--- src/hw/rtl/gics_pkg.sv ---
// Shared constants, types and the CDF table builder of the gaussian inverse-CDF sampler.
`default_nettype none
package gics_pkg;

    localparam int TABLE_ENTRIES = 256;
    localparam int TBL_AW = $clog2(TABLE_ENTRIES);
    localparam int CNT_W = $clog2(TABLE_ENTRIES + 1);

    localparam int SMP_W = 15;
    localparam int OUT_W = 15;
    localparam int CDF_W = 16;
    localparam int SCL_W = SMP_W + CDF_W;
    localparam int DEN_W = SCL_W;
    localparam int PROD_W = DEN_W + CNT_W;
    localparam int QUO_W = OUT_W;
    localparam int DVD_W = PROD_W + QUO_W;

    localparam int IN_TDATA_W = ((SMP_W + 7) / 8) * 8;
    localparam int OUT_TDATA_W = ((OUT_W + 7) / 8) * 8;

    localparam logic signed [OUT_W:0] OUT_PLUS3 = (OUT_W + 1)'(12288);
    localparam logic signed [OUT_W:0] OUT_MINUS3 = -(OUT_W + 1)'(12288);

    localparam logic [63:0] TBL_LEN = 64'(TABLE_ENTRIES);
    localparam logic [63:0] TBL_LEN_SQ = TBL_LEN * TBL_LEN;
    localparam logic [63:0] CDF_DIVISOR = TBL_LEN * 64'd16384;
    localparam logic [63:0] CDF_HALF = TBL_LEN * 64'd8192;

    // ceil(2^RECIP_SHIFT / k) for the Taylor term index k
    localparam int RECIP_SHIFT = 38;
    localparam logic [63:0] RECIP_ONE = 64'd1 << RECIP_SHIFT;
    localparam logic [63:0] TERM_RECIP [17] = '{
        64'd0,
        RECIP_ONE,
        (RECIP_ONE + 64'd1) / 64'd2,
        (RECIP_ONE + 64'd2) / 64'd3,
        (RECIP_ONE + 64'd3) / 64'd4,
        (RECIP_ONE + 64'd4) / 64'd5,
        (RECIP_ONE + 64'd5) / 64'd6,
        (RECIP_ONE + 64'd6) / 64'd7,
        (RECIP_ONE + 64'd7) / 64'd8,
        (RECIP_ONE + 64'd8) / 64'd9,
        (RECIP_ONE + 64'd9) / 64'd10,
        (RECIP_ONE + 64'd10) / 64'd11,
        (RECIP_ONE + 64'd11) / 64'd12,
        (RECIP_ONE + 64'd12) / 64'd13,
        (RECIP_ONE + 64'd13) / 64'd14,
        (RECIP_ONE + 64'd14) / 64'd15,
        (RECIP_ONE + 64'd15) / 64'd16
    };

    typedef logic [CDF_W-1:0] cdf_tbl_t [TABLE_ENTRIES];

    typedef struct packed {
        logic             start;
        logic [DVD_W-1:0] dividend;
        logic [PROD_W-1:0] divisor;
    } div_req_t;

    typedef struct packed {
        logic             busy;
        logic             done;
        logic [QUO_W-1:0] quotient;
    } div_rsp_t;

    function automatic logic [63:0] exp_neg_int(input logic [63:0] n);
        logic [63:0] v;
        unique case (n)
            64'd0:   v = 64'd1073741824;
            64'd1:   v = 64'd395007542;
            64'd2:   v = 64'd145315154;
            64'd3:   v = 64'd53458458;
            default: v = 64'd19666267;
        endcase
        return v;
    endfunction

    function automatic logic [63:0] exp_neg_q30(input logic [63:0] t);
        logic [63:0]  n;
        logic [63:0]  f;
        logic [63:0]  term;
        logic [127:0] prod;
        longint       res;
        n = t >> 30;
        f = t & 64'd1073741823;
        res = 64'sd1073741824;
        term = 64'd1073741824;
        if (n > 64'd4)
        begin
            return 64'd0;
        end
        for (int k = 1; k <= 16; k++)
        begin
            prod = 128'((term * f) >> 30) * 128'(TERM_RECIP[k]);
            term = 64'(prod >> RECIP_SHIFT);
            if (k[0])
            begin
                res = res - longint'(term);
            end
            else
            begin
                res = res + longint'(term);
            end
        end
        if (res < 0)
        begin
            res = 0;
        end
        return (64'(res) * exp_neg_int(n)) >> 30;
    endfunction

    function automatic logic [63:0] density_q30(input logic [63:0] j);
        logic [63:0] len;
        logic [63:0] d;
        logic [63:0] t;
        len = TBL_LEN;
        d = (j >= len) ? (j - len) : (len - j);
        t = ((64'd9 * d * d) << 29) / TBL_LEN_SQ;
        return (64'd428361011 * exp_neg_q30(t)) >> 30;
    endfunction

    function automatic cdf_tbl_t build_cdf_table();
        cdf_tbl_t    tbl;
        logic [63:0] acc;
        logic [63:0] v;
        logic [63:0] ii;
        acc = 64'd0;
        tbl[0] = '0;
        for (int i = 1; i < TABLE_ENTRIES; i++)
        begin
            ii = 64'(i);
            acc = acc + density_q30(2 * ii - 2) + 64'd4 * density_q30(2 * ii - 1)
                + density_q30(2 * ii);
            v = (acc + CDF_HALF) / CDF_DIVISOR;
            if (v > 64'd65535)
            begin
                v = 64'd65535;
            end
            tbl[i] = v[CDF_W-1:0];
        end
        return tbl;
    endfunction

    localparam cdf_tbl_t CDF_TABLE = build_cdf_table();

endpackage
`default_nettype wire

--- src/hw/rtl/gics_cdf_rom.sv ---
// Synchronous-read CDF table memory, one read port, registered read data.
`default_nettype none
module gics_cdf_rom
    import gics_pkg::*;
(
    input  wire logic              clk,
    input  wire logic [TBL_AW-1:0] addr,
    output logic [CDF_W-1:0]       rd_data
);

    logic [CDF_W-1:0] rd_data_reg;

    always_ff @(posedge clk)
    begin
        rd_data_reg <= CDF_TABLE[addr];
    end

    assign rd_data = rd_data_reg;

endmodule
`default_nettype wire

--- src/hw/rtl/gics_divider.sv ---
// Radix-2 restoring divider producing the interpolated grid position.
`default_nettype none
module gics_divider
    import gics_pkg::*;
(
    input  wire logic clk,
    input  wire logic rst_n,
    input  wire div_req_t req,
    output div_rsp_t  rsp
);

    logic [DVD_W-1:0] rem_reg, rem_next;
    logic [DVD_W-1:0] dsh_reg, dsh_next;
    logic [QUO_W-1:0] quo_reg, quo_next;
    logic [QUO_W-1:0] mask_reg, mask_next;
    logic             busy_reg, busy_next;
    logic             done_reg, done_next;

    always_comb
    begin
        rem_next = rem_reg;
        dsh_next = dsh_reg;
        quo_next = quo_reg;
        mask_next = mask_reg;
        busy_next = busy_reg;
        done_next = 1'b0;
        if (req.start)
        begin
            rem_next = req.dividend;
            dsh_next = DVD_W'(req.divisor) << (QUO_W - 1);
            quo_next = '0;
            mask_next = QUO_W'(1) << (QUO_W - 1);
            busy_next = 1'b1;
        end
        else if (busy_reg)
        begin
            if (rem_reg >= dsh_reg)
            begin
                rem_next = rem_reg - dsh_reg;
                quo_next = quo_reg | mask_reg;
            end
            dsh_next = dsh_reg >> 1;
            mask_next = mask_reg >> 1;
            if (mask_reg[0])
            begin
                busy_next = 1'b0;
                done_next = 1'b1;
            end
        end
    end

    always_ff @(posedge clk or negedge rst_n)
    begin
        if (!rst_n)
        begin
            busy_reg <= 1'b0;
            done_reg <= 1'b0;
            mask_reg <= '0;
        end
        else
        begin
            busy_reg <= busy_next;
            done_reg <= done_next;
            mask_reg <= mask_next;
        end
    end

    always_ff @(posedge clk)
    begin
        rem_reg <= rem_next;
        dsh_reg <= dsh_next;
        quo_reg <= quo_next;
    end

    assign rsp.busy = busy_reg;
    assign rsp.done = done_reg;
    assign rsp.quotient = quo_reg;

endmodule
`default_nettype wire

--- src/hw/rtl/gaussian_inverse_cdf_sampler.sv ---
// A zero sample goes straight to the output; any other runs the binary search, which ends a
// saturating sample at the top value, and the rest go on through the interpolation steps and the divider.
// One sample at a time, taken only in idle; the pace is set by the binary search over the single
// CDF table read port and the 15-step radix-2 divider; a stalled result holds the sequencer.
// Reset clears the sequencer, the divider control and the output valid; the table is constant.
`default_nettype none
module gaussian_inverse_cdf_sampler
    import gics_pkg::*;
(
    input  wire logic                   clk,
    input  wire logic                   rst_n,
    input  wire logic                   s_axis_tvalid,
    output logic                        s_axis_tready,
    input  wire logic [IN_TDATA_W-1:0]  s_axis_tdata,   // [14:0] uniform_sample
    output logic                        m_axis_tvalid,
    input  wire logic                   m_axis_tready,
    output logic [OUT_TDATA_W-1:0]      m_axis_tdata    // [14:0] normal_value
);

    typedef enum logic [8:0] {
        ST_IDLE   = 9'b000000001,
        ST_PROBE  = 9'b000000010,
        ST_CMP    = 9'b000000100,
        ST_RD_HI  = 9'b000001000,
        ST_CALC1  = 9'b000010000,
        ST_CALC2  = 9'b000100000,
        ST_CALC3  = 9'b001000000,
        ST_DIV    = 9'b010000000,
        ST_FINISH = 9'b100000000
    } state_t;

    state_t state_reg, state_next;

    logic [SCL_W-1:0]       scaled_reg, scaled_next;
    logic [TBL_AW-1:0]      pos_reg, pos_next;
    logic [TBL_AW-1:0]      mask_reg, mask_next;
    logic [CDF_W-1:0]       lo_reg, lo_next;
    logic [DEN_W-1:0]       den_reg, den_next;
    logic [SCL_W-1:0]       resid_reg, resid_next;
    logic [PROD_W-1:0]      prod_reg, prod_next;
    logic [PROD_W-1:0]      dvs_reg, dvs_next;
    logic signed [OUT_W-1:0] result_reg, result_next;
    logic                   out_valid_reg, out_valid_next;
    logic [OUT_W-1:0]       out_data_reg, out_data_next;

    logic [TBL_AW-1:0] rom_addr;
    logic [CDF_W-1:0]  rom_data;
    div_req_t          div_req;
    div_rsp_t          div_rsp;

    logic [SMP_W-1:0]     sample;
    logic [TBL_AW-1:0]    cand;
    logic                 cand_ok;
    logic [SCL_W-1:0]     rd_scaled;
    logic [SCL_W-1:0]     lo_scaled;
    logic [CDF_W-1:0]     span;
    logic [DEN_W-1:0]     den_calc;
    logic                 pos_last;
    logic [PROD_W-1:0]    mul_w;
    logic signed [OUT_W:0] res_w;

    gics_cdf_rom u_rom (
        .clk     (clk),
        .addr    (rom_addr),
        .rd_data (rom_data)
    );

    gics_divider u_div (
        .clk   (clk),
        .rst_n (rst_n),
        .req   (div_req),
        .rsp   (div_rsp)
    );

    assign sample = s_axis_tdata[SMP_W-1:0];
    assign cand = pos_reg | mask_reg;
    assign cand_ok = CNT_W'(cand) < CNT_W'(TABLE_ENTRIES);
    assign rd_scaled = {rom_data, {SMP_W{1'b0}}} - SCL_W'(rom_data);
    assign lo_scaled = {lo_reg, {SMP_W{1'b0}}} - SCL_W'(lo_reg);
    assign span = rom_data - lo_reg;
    assign den_calc = {span, {SMP_W{1'b0}}} - DEN_W'(span);
    assign pos_last = pos_reg == TBL_AW'(TABLE_ENTRIES - 1);
    assign mul_w = PROD_W'(pos_reg) * PROD_W'(den_reg);
    assign res_w = $signed({1'b0, div_rsp.quotient}) - OUT_PLUS3;

    always_comb
    begin
        state_next = state_reg;
        scaled_next = scaled_reg;
        pos_next = pos_reg;
        mask_next = mask_reg;
        lo_next = lo_reg;
        den_next = den_reg;
        resid_next = resid_reg;
        prod_next = prod_reg;
        dvs_next = dvs_reg;
        result_next = result_reg;
        out_valid_next = out_valid_reg;
        out_data_next = out_data_reg;
        rom_addr = cand;
        div_req.start = 1'b0;
        div_req.dividend = DVD_W'({prod_reg, 14'b0}) + DVD_W'({prod_reg, 13'b0})
            + DVD_W'(dvs_reg >> 1);
        div_req.divisor = dvs_reg;

        if (out_valid_reg && m_axis_tready)
        begin
            out_valid_next = 1'b0;
        end

        unique case (state_reg)
            ST_IDLE:
            begin
                if (s_axis_tvalid)
                begin
                    scaled_next = {sample, {CDF_W{1'b0}}};
                    pos_next = '0;
                    mask_next = TBL_AW'(1) << (TBL_AW - 1);
                    if (sample == '0)
                    begin
                        result_next = '0;
                        state_next = ST_FINISH;
                    end
                    else
                    begin
                        state_next = ST_PROBE;
                    end
                end
            end
            ST_PROBE:
            begin
                if (mask_reg == '0)
                begin
                    rom_addr = pos_reg;
                    if (pos_last)
                    begin
                        result_next = OUT_PLUS3[OUT_W-1:0];
                        state_next = ST_FINISH;
                    end
                    else
                    begin
                        state_next = ST_RD_HI;
                    end
                end
                else if (cand_ok)
                begin
                    state_next = ST_CMP;
                end
                else
                begin
                    mask_next = mask_reg >> 1;
                end
            end
            ST_CMP:
            begin
                if (rd_scaled < scaled_reg)
                begin
                    pos_next = cand;
                end
                mask_next = mask_reg >> 1;
                state_next = ST_PROBE;
            end
            ST_RD_HI:
            begin
                rom_addr = pos_reg + 1'b1;
                lo_next = rom_data;
                state_next = ST_CALC1;
            end
            ST_CALC1:
            begin
                den_next = den_calc;
                resid_next = scaled_reg - lo_scaled;
                state_next = ST_CALC2;
            end
            ST_CALC2:
            begin
                if (den_reg == '0)
                begin
                    prod_next = PROD_W'(pos_reg);
                    dvs_next = PROD_W'(TABLE_ENTRIES);
                end
                else
                begin
                    prod_next = mul_w + PROD_W'(resid_reg);
                    dvs_next = PROD_W'(den_reg) * PROD_W'(TABLE_ENTRIES);
                end
                state_next = ST_CALC3;
            end
            ST_CALC3:
            begin
                div_req.start = 1'b1;
                state_next = ST_DIV;
            end
            ST_DIV:
            begin
                if (div_rsp.done)
                begin
                    priority if (res_w > OUT_PLUS3)
                    begin
                        result_next = OUT_PLUS3[OUT_W-1:0];
                    end
                    else if (res_w < OUT_MINUS3)
                    begin
                        result_next = OUT_MINUS3[OUT_W-1:0];
                    end
                    else
                    begin
                        result_next = res_w[OUT_W-1:0];
                    end
                    state_next = ST_FINISH;
                end
            end
            ST_FINISH:
            begin
                if (!out_valid_reg || m_axis_tready)
                begin
                    out_valid_next = 1'b1;
                    out_data_next = result_reg;
                    state_next = ST_IDLE;
                end
            end
            default:
            begin
                state_next = ST_IDLE;
            end
        endcase
    end

    always_ff @(posedge clk or negedge rst_n)
    begin
        if (!rst_n)
        begin
            state_reg <= ST_IDLE;
            out_valid_reg <= 1'b0;
            mask_reg <= '0;
        end
        else
        begin
            state_reg <= state_next;
            out_valid_reg <= out_valid_next;
            mask_reg <= mask_next;
        end
    end

    always_ff @(posedge clk)
    begin
        scaled_reg <= scaled_next;
        pos_reg <= pos_next;
        lo_reg <= lo_next;
        den_reg <= den_next;
        resid_reg <= resid_next;
        prod_reg <= prod_next;
        dvs_reg <= dvs_next;
        result_reg <= result_next;
        out_data_reg <= out_data_next;
    end

    assign s_axis_tready = state_reg == ST_IDLE;
    assign m_axis_tvalid = out_valid_reg;
    assign m_axis_tdata = OUT_TDATA_W'(out_data_reg);

`ifndef SYNTH
    a_div_done_finish: assert property (@(posedge clk) disable iff (!rst_n)
        (state_reg == ST_DIV && div_rsp.done) |=> (state_reg == ST_FINISH))
        else $error("divider result not taken");

    a_out_range: assert property (@(posedge clk) disable iff (!rst_n)
        m_axis_tvalid |-> ($signed(out_data_reg) <= OUT_PLUS3 &&
                           $signed(out_data_reg) >= OUT_MINUS3))
        else $error("output outside plus or minus three");

    a_idle_div_quiet: assert property (@(posedge clk) disable iff (!rst_n)
        s_axis_tready |-> !div_rsp.busy)
        else $error("divider busy while sequencer idle");
`endif

endmodule
`default_nettype wire

--- config.mk ---
export PLATFORM = sky130hd
export DESIGN_NAME = gaussian_inverse_cdf_sampler
export DESIGN_NICKNAME = d
export VERILOG_FILES = /design/src/hw/rtl/gics_pkg.sv /design/src/hw/rtl/gics_cdf_rom.sv /design/src/hw/rtl/gics_divider.sv /design/src/hw/rtl/gaussian_inverse_cdf_sampler.sv
export SDC_FILE = /design/constraint.sdc
export NUM_CORES = 2
export LEC_CHECK = 0
export ABC_AREA = 0
export BUFFER_PORTS_ARGS = -buffer_cell sky130_fd_sc_hd__buf_2
export CORE_AREA = 2 2 171 340
export DETAILED_ROUTE_END_ITERATION = 10
export DIE_AREA = 0 0 173 342
export PLACE_DENSITY = 0.78
export SYNTH_ARGS = -nofsm -noshare
export SYNTH_HDL_FRONTEND = slang
export SYNTH_SLANG_ARGS = --single-unit
--- constraint.sdc ---
create_clock -name clk -period 6.75 [get_ports clk]
set_input_delay 1.35 -clock clk [delete_from_list [all_inputs] [get_ports clk]]
set_output_delay 1.35 -clock clk [all_outputs]
set_load 0.02 [all_outputs]
==> metrics <==
Antenna Nets Post-Route 0; die height 342 um; Num Clock Sinks 376; # fillers 4677; Relative slew margins 9.51%; via count 29400; die area slightly below 60000 um^2; Worst Setup Slack, final 0.357 ns; reg2reg path depth 21; Post-CTS Repair Setup Buffers 0; Worst Setup SP pos_reg[1]; Port Buffers 35; area share of the largest cell type after synthesis about a quarter; M1 GR Usage 45.4%; r2r setup slk 0.36 ns; CP endpoint kind flop; startpoint types flop; CTS tree yes; Routed wire per std cell 23.1 um; register area ~11000 um^2; critical path data arrival time 6.66 ns; clock buffer depth 3; share of layout cells above drive strength 1 ~6%; CP Class flop to flop; DPL Wire Length 77100 um; Clk Latency, worst-skew pair about 0.55 ns; Via density approximately 6.5; worst setup path endpoint prod_reg[27]; crit-path max FO 12; gr ovfl total 0; routing usage on met2 between 50% and 60%; PwrDens around 460 nW/um^2; clock skew after layout roughly 0.019 ns; Fin. Hold Viols 0; Initial DRC Count 3053; layer with the highest usage met2; CTS H-tree lvls 2; Commonest cells post-synth inv_1 (393), nand2_1 (376), edfxtp_1 (296); vias in the first global route approximately 29000; Hold WC Path Type flop to flop; largest net degree at the start of global routing 73; final setup violation count 0; Initial Utilization ~61%; post-synthesis cell area 34700 um^2; leading area contributor after synthesis edfxtp_1; Max Freq 156 MHz; reg-to-reg endpoint prod_reg[27]; most common flop cell mapped by yosys edfxtp_1; post-synthesis sequential area ratio 30.7%; most common cell in the netlist inv_1; Net count, final 4266; DRT Wirelength 105000 um; Post-Syn Instances roughly 3900; Seq cells post-synth 376; first-pass GRT wire length 164000 um; synthesis-to-finish area growth 6.06%; Core ar. ~57000 um^2; post_cts resized 0; static leakage 15.8 nW; RePlAce Congestion 1.01; reg2reg start pos_reg[1]; GRT met3 Usage 5.55%; clock root cell clkbuf_16; Num CTS Buffers 39; Sum Neg Setup Slack 0 ns; WP data required roughly 7 ns; Placement Setup Slack 0.287 ns; clock-pin slew on the worst setup and hold paths 0.06 ns; crit share post-route 94.7%; Synth area leaders edfxtp_1 (26%), fa_1 (13%), ha_1 (8.8%), inv_1 (4.3%), nand2_1 (4.1%); maximum vdd drop approximately 0.5 mV; I/O pins 38; hold path depth 0; asr flop ratio synth 9.31%; RSZ-0062 raised after global routing no; # Max-Cap Violations 0; worst slew pin tran 1.35 ns; area taken by multi-input logic gates 21600 um^2; DIE WIDTH 173 um; initial antenna violation count 1; Hold-fix buffers, CTS 0; status finished, final reports clean; Post-synth EDFFs 296; post-synth cell types 91; Pins Over Slew Limit 0; Synth warnings 0; max FFs per register 55; post-layout minimum cycle time 6.39 ns; Total GRT Usage 35.2%; Initial DRT Pass Iterations 9; syn nets 4378; DRC 0; Avg Cell Area, Syn around 8.9 um^2; Cell Rows 124
==> layout by cell type, fill, tap and decap left out, types with 15 or more instances in the layout <==
master / netlist / final
xor2_1: 71 / 71
nor2_1: 274 / 272
nor3_1: 87 / 87
clkbuf_16: 0 / 40
a21o_1: 76 / 76
buf_2: 6 / 35
o21bai_1: 28 / 28
fa_1: 232 / 232
a31oi_1: 46 / 46
a21oi_1: 251 / 249
nand2b_1: 21 / 21
nor4_1: 28 / 28
a221oi_1: 15 / 15
o22ai_1: 15 / 15
nor2b_1: 27 / 27
o211ai_1: 31 / 31
ha_1: 245 / 245
mux2i_1: 33 / 32
and2_1: 185 / 184
a311oi_1: 19 / 19
inv_1: 393 / 393
nand4_1: 33 / 33
dfxtp_1: 45 / 45
o31ai_1: 47 / 47
o21ai_0: 217 / 217
a211oi_1: 38 / 38
dfrtp_1: 34 / 34
xnor2_1: 101 / 101
nand3_1: 83 / 83
and3_1: 26 / 25
o21a_1: 41 / 41
nand2_1: 376 / 374
buf_4: 1 / 75
or3_1: 16 / 16
edfxtp_1: 296 / 296
==> stage by stage <==
stage          cell area, um^2  hold slack (ns)  std cells  util (%)  power [mW]
2_1_floorplan            34700            0.400       3881         -        11.6
3_3_place_gp             35400            0.406       4477      62.4        14.2
3_5_place_dp             35400            0.405       4477      62.4        14.5
4_1_cts                  36700            0.416       4546      64.6        16.7
5_1_grt                  36800            0.423       4553      64.8        18.3
6_report                 36800            0.412       4554      64.8        16.9
==> layout make-up <==
cell class	instances	area share, %
inverter	395	4.03
tap	756	2.57
clock inverter	20	0.622
antenna	1	0.00680
clock buffer	49	2.87
sequential	376	29.0
multi-input combinational	2840	58.6
timing repair buffer	117	2.27
==> routing by layer <==
layer / part of all wire [%] / routed length, um / vias up
met5: 0 / 0 / -
met3: 8.4 / 8890 / 338
met1: 39 / 41000 / 14300
met2: 47 / 49600 / 1517
li1: - / - / 13300
met4: 5.5 / 5830 / 0
==> worst max-delay path, stage by stage (launching register included) <==
cell,delay (ns)
edfxtp_1,0.76
buf_4,0.25
nand2_1,0.07
fa_1,0.51
inv_1,0.05
fa_1,0.48
fa_1,0.51
inv_1,0.07
fa_1,0.53
inv_1,0.05
ha_1,0.43
a21o_1,0.22
a21o_1,0.17
a21oi_1,0.28
o211ai_1,0.28
nand2_1,0.21
nor2_1,0.07
o311ai_0,0.48
nand2_1,0.17
a41oi_1,0.29
xor2_1,0.19
nor2_1,0.06
==> where the power goes <==
| part | switching, mW | internal (mW) | total [mW] |
|---|---|---|---|
| clock network | 0.920 | 1.30 | 2.22 |
| logic | 6.98 | 4.31 | 11.3 |
| registers | 0.224 | 3.18 | 3.41 |
==> worst min-delay path by stage <==
stage	end	startpoint	slack, ns
CTS	out_data_reg[13]	result_reg[13]	0.42
global placement	out_data_reg[0]	result_reg[0]	0.41
floorplan	out_data_reg[0]	result_reg[0]	0.40
finish	out_data_reg[13]	result_reg[13]	0.41
global route	out_data_reg[7]	result_reg[7]	0.42
detailed placement	out_data_reg[13]	result_reg[13]	0.40
==> cells by family (layout without fill, tap and decap cells) <==
family / after synthesis / after routing / share of synthesized area [%]
DFF: 376 / 376 / 30.7
adders and majority gates: 477 / 477 / 22.2
buffers and inverters: 665 / 581 / 7.31
muxes: 42 / 42 / 1.24
and+or+nand+nor: 1197 / 1197 / 16.5
xor gates and xnor gates: 172 / 172 / 4.34
other: 1 / 2 / 0.0108
AOI/OAI and AO/OA: 951 / 951 / 17.6
(Power assumes the default switching activity.)
